<file path="src/rtl/crre_pkg.sv">
// ----------------------------------------------------------------------------
// crre_pkg
// shared types, codes and helpers of the chunked read request engine
// ----------------------------------------------------------------------------
package crre_pkg;

    localparam int unsigned DEF_MAX_OUTSTANDING = 16;
    localparam int unsigned RESULT_CAP          = 16;

    localparam int unsigned ADDR_W = 64;
    localparam int unsigned WORD_W = 32;
    localparam int unsigned LIM_W  = 5;
    localparam int unsigned OFF_W  = 33;
    localparam int unsigned IDX_W  = 3;
    localparam int unsigned OP_W   = 2;
    localparam int unsigned KIND_W = 2;

    typedef logic [OP_W-1:0]   t_op;
    typedef logic [KIND_W-1:0] t_kind;
    typedef logic [IDX_W-1:0]  t_reg_idx;
    typedef logic [1:0]        t_mul_sel;

    localparam t_op OP_START     = 2'd0;
    localparam t_op OP_COMPLETE  = 2'd1;
    localparam t_op OP_QUEUE_ERR = 2'd2;

    localparam t_kind KIND_REQUEST  = 2'd0;
    localparam t_kind KIND_DONE     = 2'd1;
    localparam t_kind KIND_FINISHED = 2'd2;
    localparam t_kind KIND_FAILED   = 2'd3;

    localparam t_reg_idx REG_REMOTE_BASE  = 3'd0;
    localparam t_reg_idx REG_REMOTE_KEY   = 3'd1;
    localparam t_reg_idx REG_LOCAL_BASE   = 3'd2;
    localparam t_reg_idx REG_LOCAL_KEY    = 3'd3;
    localparam t_reg_idx REG_TOTAL_LENGTH = 3'd4;
    localparam t_reg_idx REG_CHUNK_LENGTH = 3'd5;
    localparam t_reg_idx REG_OUT_LIMIT    = 3'd6;

    localparam t_mul_sel MUL_ID = 2'd0;
    localparam t_mul_sel MUL_CC = 2'd1;
    localparam t_mul_sel MUL_NC = 2'd2;

    typedef struct packed {
        logic     capture;
        logic     clear;
        logic     retire;
        logic     mul_en;
        t_mul_sel mul_sel;
        logic     save_off;
        logic     save_fin;
        logic     issue;
        logic     load;
        t_kind    kind;
        logic     last;
    } t_crre_cmd;

    typedef struct packed {
        logic out_free;
        logic cfg_bad;
        logic len_zero;
        logic id_bad;
        logic issue_last;
        logic fin;
        logic more;
    } t_crre_sts;

    function automatic logic [WORD_W-1:0] trim_len(input logic [ADDR_W-1:0] off,
                                                   input logic [WORD_W-1:0] total,
                                                   input logic [WORD_W-1:0] chunk);
        logic [ADDR_W-1:0] rem;
        rem = {{(ADDR_W-WORD_W){1'b0}}, total} - off;
        if (off >= {{(ADDR_W-WORD_W){1'b0}}, total}) begin
            return '0;
        end else if (rem < {{(ADDR_W-WORD_W){1'b0}}, chunk}) begin
            return rem[WORD_W-1:0];
        end else begin
            return chunk;
        end
    endfunction

endpackage

</file>
<file path="src/rtl/crre_ctrl.sv">
// ----------------------------------------------------------------------------
// crre_ctrl
// sequencer of the chunked read request engine: decodes words, steps the datapath
// ----------------------------------------------------------------------------
module crre_ctrl (
    input  logic                i_clk,
    input  logic                i_rst_n,
    input  logic                i_in_valid,
    output logic                o_in_ready,
    input  crre_pkg::t_op       i_operation,
    input  logic                i_success,
    input  crre_pkg::t_crre_sts i_sts,
    output crre_pkg::t_crre_cmd o_cmd
);

    localparam logic [3:0] S_IDLE      = 4'd0;
    localparam logic [3:0] S_ISSUE     = 4'd1;
    localparam logic [3:0] S_FAIL      = 4'd2;
    localparam logic [3:0] S_FIN       = 4'd3;
    localparam logic [3:0] S_MUL_OFF   = 4'd4;
    localparam logic [3:0] S_MUL_FIN   = 4'd5;
    localparam logic [3:0] S_MUL_MORE  = 4'd6;
    localparam logic [3:0] S_DONE      = 4'd7;
    localparam logic [3:0] S_ISSUE_ONE = 4'd8;

    logic [3:0] r_state, n_state;
    logic       r_running, n_running;

    always_ff @(posedge i_clk) begin
        if (!i_rst_n) begin
            r_state   <= S_IDLE;
            r_running <= 1'b0;
        end else begin
            r_state   <= n_state;
            r_running <= n_running;
        end
    end

    assign o_in_ready = (r_state == S_IDLE);

    always_comb begin
        n_state   = r_state;
        n_running = r_running;
        o_cmd     = '0;
        unique case (r_state)
            S_IDLE: begin
                if (i_in_valid) begin
                    o_cmd.capture = 1'b1;
                    if (i_operation == crre_pkg::OP_START) begin
                        if (!r_running) begin
                            if (i_sts.cfg_bad) begin
                                n_state = S_FAIL;
                            end else begin
                                o_cmd.clear = 1'b1;
                                if (i_sts.len_zero) begin
                                    n_state = S_FIN;
                                end else begin
                                    n_running = 1'b1;
                                    n_state   = S_ISSUE;
                                end
                            end
                        end
                    end else if (i_operation == crre_pkg::OP_COMPLETE ||
                                 i_operation == crre_pkg::OP_QUEUE_ERR) begin
                        if (r_running) begin
                            if (i_operation == crre_pkg::OP_QUEUE_ERR || !i_success) begin
                                n_running = 1'b0;
                                n_state   = S_FAIL;
                            end else if (!i_sts.id_bad) begin
                                n_state = S_MUL_OFF;
                            end
                        end
                    end
                end
            end
            S_ISSUE: begin
                if (i_sts.out_free) begin
                    o_cmd.load  = 1'b1;
                    o_cmd.kind  = crre_pkg::KIND_REQUEST;
                    o_cmd.issue = 1'b1;
                    o_cmd.last  = i_sts.issue_last;
                    if (i_sts.issue_last) begin
                        n_state = S_IDLE;
                    end
                end
            end
            S_FAIL: begin
                if (i_sts.out_free) begin
                    o_cmd.load = 1'b1;
                    o_cmd.kind = crre_pkg::KIND_FAILED;
                    o_cmd.last = 1'b1;
                    n_state    = S_IDLE;
                end
            end
            S_FIN: begin
                if (i_sts.out_free) begin
                    o_cmd.load = 1'b1;
                    o_cmd.kind = crre_pkg::KIND_FINISHED;
                    o_cmd.last = 1'b1;
                    n_state    = S_IDLE;
                end
            end
            S_MUL_OFF: begin
                o_cmd.mul_en  = 1'b1;
                o_cmd.mul_sel = crre_pkg::MUL_ID;
                o_cmd.retire  = 1'b1;
                n_state       = S_MUL_FIN;
            end
            S_MUL_FIN: begin
                o_cmd.save_off = 1'b1;
                o_cmd.mul_en   = 1'b1;
                o_cmd.mul_sel  = crre_pkg::MUL_CC;
                n_state        = S_MUL_MORE;
            end
            S_MUL_MORE: begin
                o_cmd.save_fin = 1'b1;
                o_cmd.mul_en   = 1'b1;
                o_cmd.mul_sel  = crre_pkg::MUL_NC;
                n_state        = S_DONE;
            end
            S_DONE: begin
                if (i_sts.out_free) begin
                    o_cmd.load = 1'b1;
                    o_cmd.kind = crre_pkg::KIND_DONE;
                    o_cmd.last = !(i_sts.fin || i_sts.more);
                    if (i_sts.fin) begin
                        n_running = 1'b0;
                        n_state   = S_FIN;
                    end else if (i_sts.more) begin
                        n_state = S_ISSUE_ONE;
                    end else begin
                        n_state = S_IDLE;
                    end
                end
            end
            S_ISSUE_ONE: begin
                if (i_sts.out_free) begin
                    o_cmd.load  = 1'b1;
                    o_cmd.kind  = crre_pkg::KIND_REQUEST;
                    o_cmd.issue = 1'b1;
                    o_cmd.last  = 1'b1;
                    n_state     = S_IDLE;
                end
            end
            default: begin
                n_state = S_IDLE;
            end
        endcase
    end

endmodule

</file>
<file path="src/rtl/crre_dp.sv">
// ----------------------------------------------------------------------------
// crre_dp
// datapath: settings, chunk counters, shared multiplier and output register
// ----------------------------------------------------------------------------
module crre_dp #(
    parameter int unsigned MAX_OUTSTANDING = crre_pkg::DEF_MAX_OUTSTANDING
) (
    input  logic                              i_clk,
    input  logic                              i_rst_n,
    input  logic                              i_cfg_we,
    input  crre_pkg::t_reg_idx                i_cfg_index,
    input  logic [crre_pkg::ADDR_W-1:0]       i_cfg_data,
    input  logic [crre_pkg::WORD_W-1:0]       i_chunk_id,
    input  logic                              i_out_ready,
    input  crre_pkg::t_crre_cmd               i_cmd,
    output crre_pkg::t_crre_sts               o_sts,
    output logic                              o_out_valid,
    output crre_pkg::t_kind                   o_kind,
    output logic [crre_pkg::WORD_W-1:0]       o_request_id,
    output logic [crre_pkg::ADDR_W-1:0]       o_remote_addr,
    output logic [crre_pkg::ADDR_W-1:0]       o_local_addr,
    output logic [crre_pkg::WORD_W-1:0]       o_length,
    output logic [crre_pkg::WORD_W-1:0]       o_remote_key_out,
    output logic [crre_pkg::WORD_W-1:0]       o_local_key_out,
    output logic                              o_last
);

    localparam int unsigned AW = crre_pkg::ADDR_W;
    localparam int unsigned WW = crre_pkg::WORD_W;
    localparam int unsigned LW = crre_pkg::LIM_W;
    localparam int unsigned OW = crre_pkg::OFF_W;
    localparam int unsigned CAP_INT = (MAX_OUTSTANDING < crre_pkg::RESULT_CAP) ?
                                      MAX_OUTSTANDING : crre_pkg::RESULT_CAP;
    localparam logic [LW-1:0] LIM_CAP = LW'(CAP_INT);

    logic [AW-1:0] r_remote_base, r_local_base;
    logic [WW-1:0] r_remote_key, r_local_key, r_total_len, r_chunk_len;
    logic [LW-1:0] r_limit;

    logic [WW-1:0] r_nc, r_cc, r_id;
    logic [OW-1:0] r_noff;
    logic [LW-1:0] r_inflight;
    logic [AW-1:0] r_prod, r_off;
    logic          r_fin;

    logic [WW-1:0] mul_a;
    logic [AW-1:0] total_ext;
    logic [LW-1:0] lim;
    logic [OW:0]   noff_step;
    logic [LW:0]   inflight_step;

    // config registers
    always_ff @(posedge i_clk) begin
        if (!i_rst_n) begin
            r_remote_base <= '0;
            r_remote_key  <= '0;
            r_local_base  <= '0;
            r_local_key   <= '0;
            r_total_len   <= '0;
            r_chunk_len   <= '0;
            r_limit       <= LW'(1);
        end else if (i_cfg_we) begin
            unique case (i_cfg_index)
                crre_pkg::REG_REMOTE_BASE:  r_remote_base <= i_cfg_data;
                crre_pkg::REG_REMOTE_KEY:   r_remote_key  <= i_cfg_data[WW-1:0];
                crre_pkg::REG_LOCAL_BASE:   r_local_base  <= i_cfg_data;
                crre_pkg::REG_LOCAL_KEY:    r_local_key   <= i_cfg_data[WW-1:0];
                crre_pkg::REG_TOTAL_LENGTH: r_total_len   <= i_cfg_data[WW-1:0];
                crre_pkg::REG_CHUNK_LENGTH: r_chunk_len   <= i_cfg_data[WW-1:0];
                crre_pkg::REG_OUT_LIMIT:    r_limit       <= i_cfg_data[LW-1:0];
                default: ;
            endcase
        end
    end

    assign total_ext     = {{(AW-WW){1'b0}}, r_total_len};
    assign lim           = (r_limit > LIM_CAP) ? LIM_CAP : r_limit;
    assign noff_step     = {1'b0, r_noff} + {{(OW+1-WW){1'b0}}, r_chunk_len};
    assign inflight_step = {1'b0, r_inflight} + (LW+1)'(1);

    always_comb begin
        unique case (i_cmd.mul_sel)
            crre_pkg::MUL_ID: mul_a = r_id;
            crre_pkg::MUL_CC: mul_a = r_cc;
            crre_pkg::MUL_NC: mul_a = r_nc;
            default:          mul_a = r_nc;
        endcase
    end

    // chunk counters
    always_ff @(posedge i_clk) begin
        if (!i_rst_n) begin
            r_nc       <= '0;
            r_noff     <= '0;
            r_inflight <= '0;
            r_cc       <= '0;
        end else if (i_cmd.clear) begin
            r_nc       <= '0;
            r_noff     <= '0;
            r_inflight <= '0;
            r_cc       <= '0;
        end else if (i_cmd.issue) begin
            r_nc       <= r_nc + WW'(1);
            r_noff     <= noff_step[OW-1:0];
            r_inflight <= inflight_step[LW-1:0];
        end else if (i_cmd.retire) begin
            r_cc       <= r_cc + WW'(1);
            r_inflight <= r_inflight - LW'(1);
        end
    end

    // multiplier and completion scratch
    always_ff @(posedge i_clk) begin
        if (i_cmd.capture) begin
            r_id <= i_chunk_id;
        end
        if (i_cmd.mul_en) begin
            r_prod <= AW'(mul_a) * AW'(r_chunk_len);
        end
        if (i_cmd.save_off) begin
            r_off <= r_prod;
        end
        if (i_cmd.save_fin) begin
            // zero chunk size means zero chunks, so any completion finishes
            r_fin <= (r_chunk_len == '0) || (r_prod >= total_ext);
        end
    end

    // output register
    always_ff @(posedge i_clk) begin
        if (!i_rst_n) begin
            o_out_valid <= 1'b0;
        end else if (i_cmd.load) begin
            o_out_valid <= 1'b1;
        end else if (i_out_ready) begin
            o_out_valid <= 1'b0;
        end
    end

    always_ff @(posedge i_clk) begin
        if (i_cmd.load) begin
            o_kind <= i_cmd.kind;
            o_last <= i_cmd.last;
            unique case (i_cmd.kind)
                crre_pkg::KIND_REQUEST: begin
                    o_request_id     <= r_nc;
                    o_remote_addr    <= r_remote_base + AW'(r_noff);
                    o_local_addr     <= r_local_base + AW'(r_noff);
                    o_length         <= crre_pkg::trim_len(AW'(r_noff), r_total_len,
                                                           r_chunk_len);
                    o_remote_key_out <= r_remote_key;
                    o_local_key_out  <= r_local_key;
                end
                crre_pkg::KIND_DONE: begin
                    o_request_id     <= r_id;
                    o_remote_addr    <= '0;
                    o_local_addr     <= r_local_base + r_off;
                    o_length         <= crre_pkg::trim_len(r_off, r_total_len, r_chunk_len);
                    o_remote_key_out <= '0;
                    o_local_key_out  <= '0;
                end
                crre_pkg::KIND_FINISHED, crre_pkg::KIND_FAILED: begin
                    o_request_id     <= '0;
                    o_remote_addr    <= '0;
                    o_local_addr     <= '0;
                    o_length         <= '0;
                    o_remote_key_out <= '0;
                    o_local_key_out  <= '0;
                end
            endcase
        end
    end

    // status to controller
    always_comb begin
        o_sts.out_free   = !o_out_valid || i_out_ready;
        o_sts.cfg_bad    = (r_chunk_len == '0) || (r_limit == '0);
        o_sts.len_zero   = (r_total_len == '0);
        o_sts.id_bad     = (i_chunk_id >= r_nc) || (r_inflight == '0);
        o_sts.issue_last = (inflight_step >= {1'b0, lim}) ||
                           (noff_step >= (OW+1)'(r_total_len));
        o_sts.fin        = r_fin;
        o_sts.more       = (r_prod < total_ext) && (r_inflight < lim);
    end

endmodule

</file>
<file path="src/rtl/chunked_read_request_engine.sv">
// ----------------------------------------------------------------------------
// chunked_read_request_engine
// splits a transfer into chunk read requests with a cap on requests in flight
// ----------------------------------------------------------------------------
//  channel   dir  handshake                 payload
//  in        in   i_in_valid / o_in_ready   i_operation, i_chunk_id, i_success
//  out       out  o_out_valid / i_out_ready o_kind .. o_last
//  cfg       in   i_cfg_we                  i_cfg_index, i_cfg_data
//
//  one word is taken at a time; a start yields its requests one per cycle after
//  the accept cycle, a successful completion holds the input while it passes
//  through the shared 32x32 multiplier (offset, finish test, next-request test)
//  a single output register holds each result; a stalled output holds the sequencer
//  synchronous active-low reset; settings reset to zero, the in-flight limit to one
// ----------------------------------------------------------------------------
module chunked_read_request_engine #(
    parameter int unsigned MAX_OUTSTANDING = crre_pkg::DEF_MAX_OUTSTANDING
) (
    input  logic                              i_clk,
    input  logic                              i_rst_n,
    input  logic                              i_cfg_we,
    input  crre_pkg::t_reg_idx                i_cfg_index,
    input  logic [crre_pkg::ADDR_W-1:0]       i_cfg_data,
    input  logic                              i_in_valid,
    output logic                              o_in_ready,
    input  crre_pkg::t_op                     i_operation,
    input  logic [crre_pkg::WORD_W-1:0]       i_chunk_id,
    input  logic                              i_success,
    output logic                              o_out_valid,
    input  logic                              i_out_ready,
    output crre_pkg::t_kind                   o_kind,
    output logic [crre_pkg::WORD_W-1:0]       o_request_id,
    output logic [crre_pkg::ADDR_W-1:0]       o_remote_addr,
    output logic [crre_pkg::ADDR_W-1:0]       o_local_addr,
    output logic [crre_pkg::WORD_W-1:0]       o_length,
    output logic [crre_pkg::WORD_W-1:0]       o_remote_key_out,
    output logic [crre_pkg::WORD_W-1:0]       o_local_key_out,
    output logic                              o_last
);

    crre_pkg::t_crre_cmd cmd;
    crre_pkg::t_crre_sts sts;

    crre_ctrl u_ctrl (
        .i_clk       (i_clk),
        .i_rst_n     (i_rst_n),
        .i_in_valid  (i_in_valid),
        .o_in_ready  (o_in_ready),
        .i_operation (i_operation),
        .i_success   (i_success),
        .i_sts       (sts),
        .o_cmd       (cmd)
    );

    crre_dp #(
        .MAX_OUTSTANDING (MAX_OUTSTANDING)
    ) u_dp (
        .i_clk            (i_clk),
        .i_rst_n          (i_rst_n),
        .i_cfg_we         (i_cfg_we),
        .i_cfg_index      (i_cfg_index),
        .i_cfg_data       (i_cfg_data),
        .i_chunk_id       (i_chunk_id),
        .i_out_ready      (i_out_ready),
        .i_cmd            (cmd),
        .o_sts            (sts),
        .o_out_valid      (o_out_valid),
        .o_kind           (o_kind),
        .o_request_id     (o_request_id),
        .o_remote_addr    (o_remote_addr),
        .o_local_addr     (o_local_addr),
        .o_length         (o_length),
        .o_remote_key_out (o_remote_key_out),
        .o_local_key_out  (o_local_key_out),
        .o_last           (o_last)
    );

endmodule

</file>
<file path="config.mk">
export PLATFORM = sky130hd
export DESIGN_NAME = chunked_read_request_engine
export DESIGN_NICKNAME = d
export VERILOG_FILES = /design/src/rtl/crre_pkg.sv /design/src/rtl/crre_ctrl.sv /design/src/rtl/crre_dp.sv /design/src/rtl/chunked_read_request_engine.sv
export SDC_FILE = /design/constraint.sdc
export NUM_CORES = 2
export LEC_CHECK = 0
export BUFFER_PORTS_ARGS = -buffer_cell sky130_fd_sc_hd__buf_2
export CAP_MARGIN = 20
export CELL_PAD_IN_SITES_DETAIL_PLACEMENT = 1
export CELL_PAD_IN_SITES_GLOBAL_PLACEMENT = 2
export CORE_UTILIZATION = 35
export DETAILED_ROUTE_END_ITERATION = 16
export PLACE_DENSITY = 0.8
export REMOVE_ABC_BUFFERS = 1
export SLEW_MARGIN = 30
export SYNTH_ARGS = -nofsm -noshare
export SYNTH_HDL_FRONTEND = slang
export SYNTH_HIERARCHICAL = 1
export SYNTH_SLANG_ARGS = --single-unit
</file>
<file path="constraint.sdc">
create_clock -name i_clk -period 9.07 [get_ports i_clk]
set_input_delay 0.907 -clock i_clk [delete_from_list [all_inputs] [get_ports i_clk]]
set_output_delay 0.907 -clock i_clk [all_outputs]
set_load 0.005 [all_outputs]
</file>
Word level (Yosys, flattened, before mapping)
Cells that the tools add are included.

Register bits after elaboration: 789. Logic and storage cells: 177.

Multipliers: 1. Reduce and logical (&&, ||, !) cells: 38. Eq/ne operators: 30. Add/subtract/negate cells: 10. Magnitude comparators: 11. Bitwise logic cells: 2. Multiplexer cells: 59.

Operators with widths (count): 64-bit by 32-bit less-than comparator with 1-bit output (3); 32-bit one-hot mux with 2 select lines (3); 32-bit one-hot mux with 3 select lines (2); 64-bit one-hot mux with 3 select lines (1); 64-bit by 33-bit adder with 64-bit output (2); 64-bit by 32-bit greater-or-equal comparator with 1-bit output (2); 32-bit 2-to-1 mux (4); 64-bit one-hot mux with 2 select lines (1); 4-bit 2-to-1 mux (17); 32-bit by 1-bit adder with 32-bit output, second input constant (2); 64-bit adder (1); 32-bit zero test (2); 32-bit by 32-bit multiplier with 64-bit output (1); 32-bit by 64-bit subtractor with 64-bit output (1); 33-bit by 32-bit adder with 34-bit output (1); 34-bit by 32-bit greater-or-equal comparator with 1-bit output (1); 32-bit by 33-bit subtractor with 34-bit output (1); 33-bit by 32-bit greater-or-equal comparator with 1-bit output (1); 32-bit greater-or-equal comparator (1); 4-bit one-hot mux with 7 select lines (1); 5-bit 2-to-1 mux (5); 4-bit one-hot mux with 5 select lines (1); 1-bit 2-to-1 mux (18); 4-bit by 3-bit == test with 1-bit output, second input constant (4); other kinds (35) (75).

Depth between registers and ports, before layout
Word-level depth: 11. Mapped depth: 40. Mapped depth without buffers: 33.

Hierarchy
The synthesis kept the hierarchy.

By module, submodules not included: crre_dp (cells each 8530, instances 1, area each 77544.4 um2); crre_ctrl (cells each 85, instances 1, area each 586.8 um2).

Least setup slack after synthesis
Ideal clock, no wire load.

Path type: reg2reg. From: register u_ctrl.r_state[0]. To: register u_dp.r_prod[58], data pin. Setup slack: -953 ps. Clock period less this slack: 10023 ps. Cell stages (with the launch flop): 37. Buffers on the path: 6. Arrival time: 9764 ps. Library setup time: 259 ps. Cell sequence: dfxtp_1 clkbuf_1 nand2_1 nor3_1 clkbuf_1 clkbuf_1 buf_1 mux2i_1 o21a_1 clkbuf_1 nor2_1 fa_1 fa_1 fa_1 inv_1 fa_1 inv_1 fa_1 inv_1 fa_1 inv_1 fa_1 fa_1 ha_1 clkbuf_1 a21o_1 a211oi_1 nand2b_1 a311oi_1 o21ai_1 o31ai_1 a31oi_1 a221oi_1 o2111a_1 nor2_1 a41oi_1 xnor2_1.

RTL lines: start: declaration (line crre_ctrl.sv:26) `logic [3:0] r_state, n_state;`; start signal: assignment (line crre_ctrl.sv:34) `r_state <= n_state;`; end signal: assignment (line crre_dp.sv:118) `r_prod <= AW'(mul_a) * AW'(r_chunk_len);`; end: declaration (line crre_dp.sv:43) `logic [AW-1:0] r_prod, r_off;`.

Final worst setup path
From: register u_ctrl.r_state[2]. To: register u_dp.r_prod[63], data pin.

Cells in the longest elaborated chain, start to end: 5. Elaborated cells between the ends (all ways): 8.

RTL lines: 4-bit by 3-bit == test with 1-bit output (line crre_ctrl.sv:45) `unique case (r_state)`; 3-bit one-hot mux with 3 select lines * (line crre_ctrl.sv:45); 2-bit by 1-bit == test with 1-bit output / 2-bit zero test (equally long branches) (line crre_dp.sv:82) `unique case (i_cmd.mul_sel)`; 32-bit one-hot mux with 2 select lines * (line crre_dp.sv:82); 32-bit by 32-bit multiplier with 64-bit output * (line crre_dp.sv:118).

Every way passes the cells marked *; elsewhere a longest branch is shown, timed or not. A chain may end at the register's enable or synchronous reset.

==> insert_results.sql <==
INSERT INTO impl_metrics (metric_group, metric, value, unit) VALUES
('global_route', 'overflow_left_after_global_routing', '0', ''),
('timing', 'setup_viol', '5', ''),
('clocking', 'cts.clk_slew.worst_paths', '0.06', 'ns'),
('die', 'die_width', '474', 'µm'),
('die', 'core.rowCount', '173', ''),
('synth', 'post_synth_num_cell_types', '91', ''),
('die', 'core_area', '222000', 'µm²'),
('timing', 'max_clk_rate', '109', 'MHz'),
('critical_path', 'crit_family', 'adder cells', ''),
('timing', 'setup_total_negative_slack', '-0.309', 'ns'),
('hold_path', 'hold_class', 'input port to flop', ''),
('critical_path', 'worst-path-max-fanout', '12', ''),
('global_route', 'grt_first_pass_wirelength', '467000', 'µm'),
('synth', 'postSynth.asyncResetShare', '0', '%'),
('critical_path', 'critical_path_buf_inv_count', '13', ''),
('clocking', 'cts.sink_count', '789', ''),
('critical_path', 'type_of_element_capturing_the_critical_path', 'flop', ''),
('run', 'max-cap-violations', '0', ''),
('global_route', 'grt_max_degree', '137', ''),
('die', 'die-height', '474', 'µm'),
('placed_design', 'io_buffers', '367', ''),
('synth', 'syn-instance-count', '8615', ''),
('outcome', 'failed_checks', 'design-rule violations, negative setup slack', ''),
('finish', 'flow.area_growth_from_synthesis', '17.4', '%'),
('timing', 'final_min_period_over_clock_period', '101', '%'),
('power_and_ir_drop', 'leakagePower', '41.4', 'nW'),
('synth', 'yosys-top-cells-area', 'sky130_fd_sc_hd__fa_1, sky130_fd_sc_hd__edfxtp_1, sky130_fd_sc_hd__ha_1, sky130_fd_sc_hd__dfxtp_1, sky130_fd_sc_hd__nand2_1', ''),
('synth', 'ys_seq_elements', '789', ''),
('timing', 'period_minus_slack', '9.17', 'ns'),
('drt', 'viasPerCell', '5.32', ''),
('synth', 'yosysTopAreaCellShare', '23.1', '%'),
('global_route', 'number_of_global_route_vias_before_repair', '70300', ''),
('timing', 'timing.final.ws_setup', '-0.103', 'ns'),
('clocking', 'post_cts_hold_buffer_count', '0', ''),
('finish', 'ff_latch_area', '20000', 'µm²'),
('timing', 'slew_violations', '0', ''),
('power_and_ir_drop', 'power_density', '152', 'nW/µm²'),
('power_and_ir_drop', 'power.ir.vdd_worst', '0.000171', 'V'),
('drt', 'antenna_left', '0', ''),
('synth', 'synth_top_cell_by_area', 'sky130_fd_sc_hd__fa_1', ''),
('synth', 'synth-warning-count', '6', ''),
('outcome', 'status', 'finished with violations', ''),
('drt', 'routed_wire_length', '318000', 'µm'),
('critical_path', 'worstSetupPathType', 'flop to flop', ''),
('critical_path', 'cpPeakStageDelay', '0.60', 'ns'),
('drt', 'drc', '2', ''),
('global_route', 'grt_antenna_before_repair', '13', ''),
('critical_path', 'cp_data_arrival_time', '9.68', 'ns'),
('placed_design', 'placed_cells', '12100', ''),
('timing', 'tightestPinTransition', '1.07', 'ns'),
('timing', 'relSlewSlack', '28.4', '%'),
('clocking', 'cts_htree_levels', '3', ''),
('critical_path', 'critPathRequiredTime', '9.58', 'ns'),
('timing', 'hold_ws', '0.351', 'ns'),
('timing', 'clock-skew-final', '0.0357', 'ns'),
('timing', 'setup_repair_after_global_routing_missed_its_margin', 'yes', ''),
('finish', 'n_fill_cell', '25600', ''),
('finish', 'drive_gt1_share', '14.3', '%'),
('global_route', 'grt_usage', '28.0', '%'),
('finish', 'design.final.nets', '10900', ''),
('synth', 'synth.most_common_cell', 'sky130_fd_sc_hd__nand2_1', ''),
('clocking', 'tritoncts.num_buffers', '96', ''),
('placed_design', 'hpwl', '261000', 'µm'),
('clocking', 'clock-root-buffer', 'sky130_fd_sc_hd__clkbuf_16', ''),
('drt', 'routedWlPerCell', '25.9', 'µm'),
('die', 'initial_utilization', '35.2', '%'),
('critical_path', 'critical-path-slowest-cell', 'sky130_fd_sc_hd__fa_2', ''),
('clocking', 'clock_tree_from_tritoncts', 'done', ''),
('die', 'die_area', '225000', 'µm²'),
('synth', 'synth_commonest_cells', 'sky130_fd_sc_hd__nand2_1, sky130_fd_sc_hd__inv_1, sky130_fd_sc_hd__fa_1', ''),
('synth', 'synth_ff_type', 'sky130_fd_sc_hd__edfxtp_1', '');
per-layer routing:
metal  vias to the layer above  track usage (%)  wire (µm)
li1                      29400                -          -
met1                     33800             36.4     137000
met2                      1671             47.2     152000
met3                       464             3.02      14900
met4                         0             11.1      13800
met5                         -                0          0
layout make-up:
| class | count | share of cell area, % |
|---|---|---|
| diodes | 4 | 0.0109 |
| flip-flops and latches | 789 | 21.8 |
| well taps | 2975 | 4.06 |
| repair buffers | 923 | 7.64 |
| clock inverters | 59 | 0.828 |
| clock buffers | 123 | 2.84 |
| multi-input cells | 6311 | 58.3 |
| inverters | 1099 | 4.50 |
layout by cell type (no fill, tap or decap), drive strengths merged, types with 47 or more instances in the layout:
cell,instances
o21a,63
a21boi,269
a21o,248
o21ai,222
nor2,893
a21oi,287
dfxtp,369
nor2b,58
nor3,95
xnor2,212
inv,1098
ha,630
mux2i,112
nand3,93
xor2,112
fa,901
buf,920
edfxtp,420
nand2,1239
clkbuf,126
nand4,88
and2,256
nor4,47
what timing repair did:
action / CTS / global route
setup buffers: 23 / 13
endpoints found under the setup margin: 20 / 20
gates cloned: 2 / 2
pin swaps: 51 / 77
gates resized for setup: 101 / 143
metrics by stage:
stage | utilization, % | area (µm²) | setup WS, ns | total power [mW]
3_3_place_gp | 39.1 | 86800 | -0.633 | 9.49
6_report | 41.3 | 91800 | -0.103 | 13.9
2_1_floorplan | - | 76500 | -3.63 | 7.12
5_1_grt | 41.3 | 91700 | -0.242 | 14.5
4_1_cts | 40.9 | 90900 | -0.0858 | 13.9
3_5_place_dp | 39.1 | 86800 | -0.694 | 9.60
registers in the layout, summed over array words and instances, names as in the netlist, 33 cells and up:
register and flops:
u_dp/o_local_addr 64, u_dp/o_remote_addr 64, u_dp/r_local_base 64, u_dp/r_off 64, u_dp/r_prod 64, u_dp/r_remote_base 64
u_dp/r_noff 33
path summary, 6_finish.rpt:
check                         start               to  slack [ns]  depth (start not counted)
setup / recovery  u_ctrl/r_state[2]  u_dp/r_prod[63]       -0.10                         37
hold / removal       i_chunk_id[21]    u_dp/r_id[21]        0.35                          1
setup reg to reg  u_ctrl/r_state[2]  u_dp/r_prod[63]       -0.10                         37
hold reg to reg     u_dp/r_prod[41]   u_dp/r_off[41]        0.46                          0
power by group:
group          internal [mW]  switching (mW)  total, mW
sequential              4.43           0.220       4.65
combinational           1.90            3.21       5.11
clock                   2.38            1.77       4.15
total                   8.71            5.21       13.9
cell families (layout without fill, tap and decap cells):
| logic type | count (synthesis) | after routing | share of synthesized area, % |
|---|---|---|---|
| adders and majority gates | 1531 | 1531 | 33.2 |
| xor gates and xnor gates | 324 | 324 | 3.63 |
| and+or+nand+nor | 2943 | 2943 | 16.7 |
| buffers and inverters | 1515 | 2204 | 7.33 |
| AOI/OAI and AO/OA | 1397 | 1397 | 12.1 |
| other | 0 | 4 | 0 |
| muxes | 116 | 116 | 1.50 |
| DFF | 789 | 789 | 25.6 |
No activity file was read; power rests on OpenSTA's default activity.
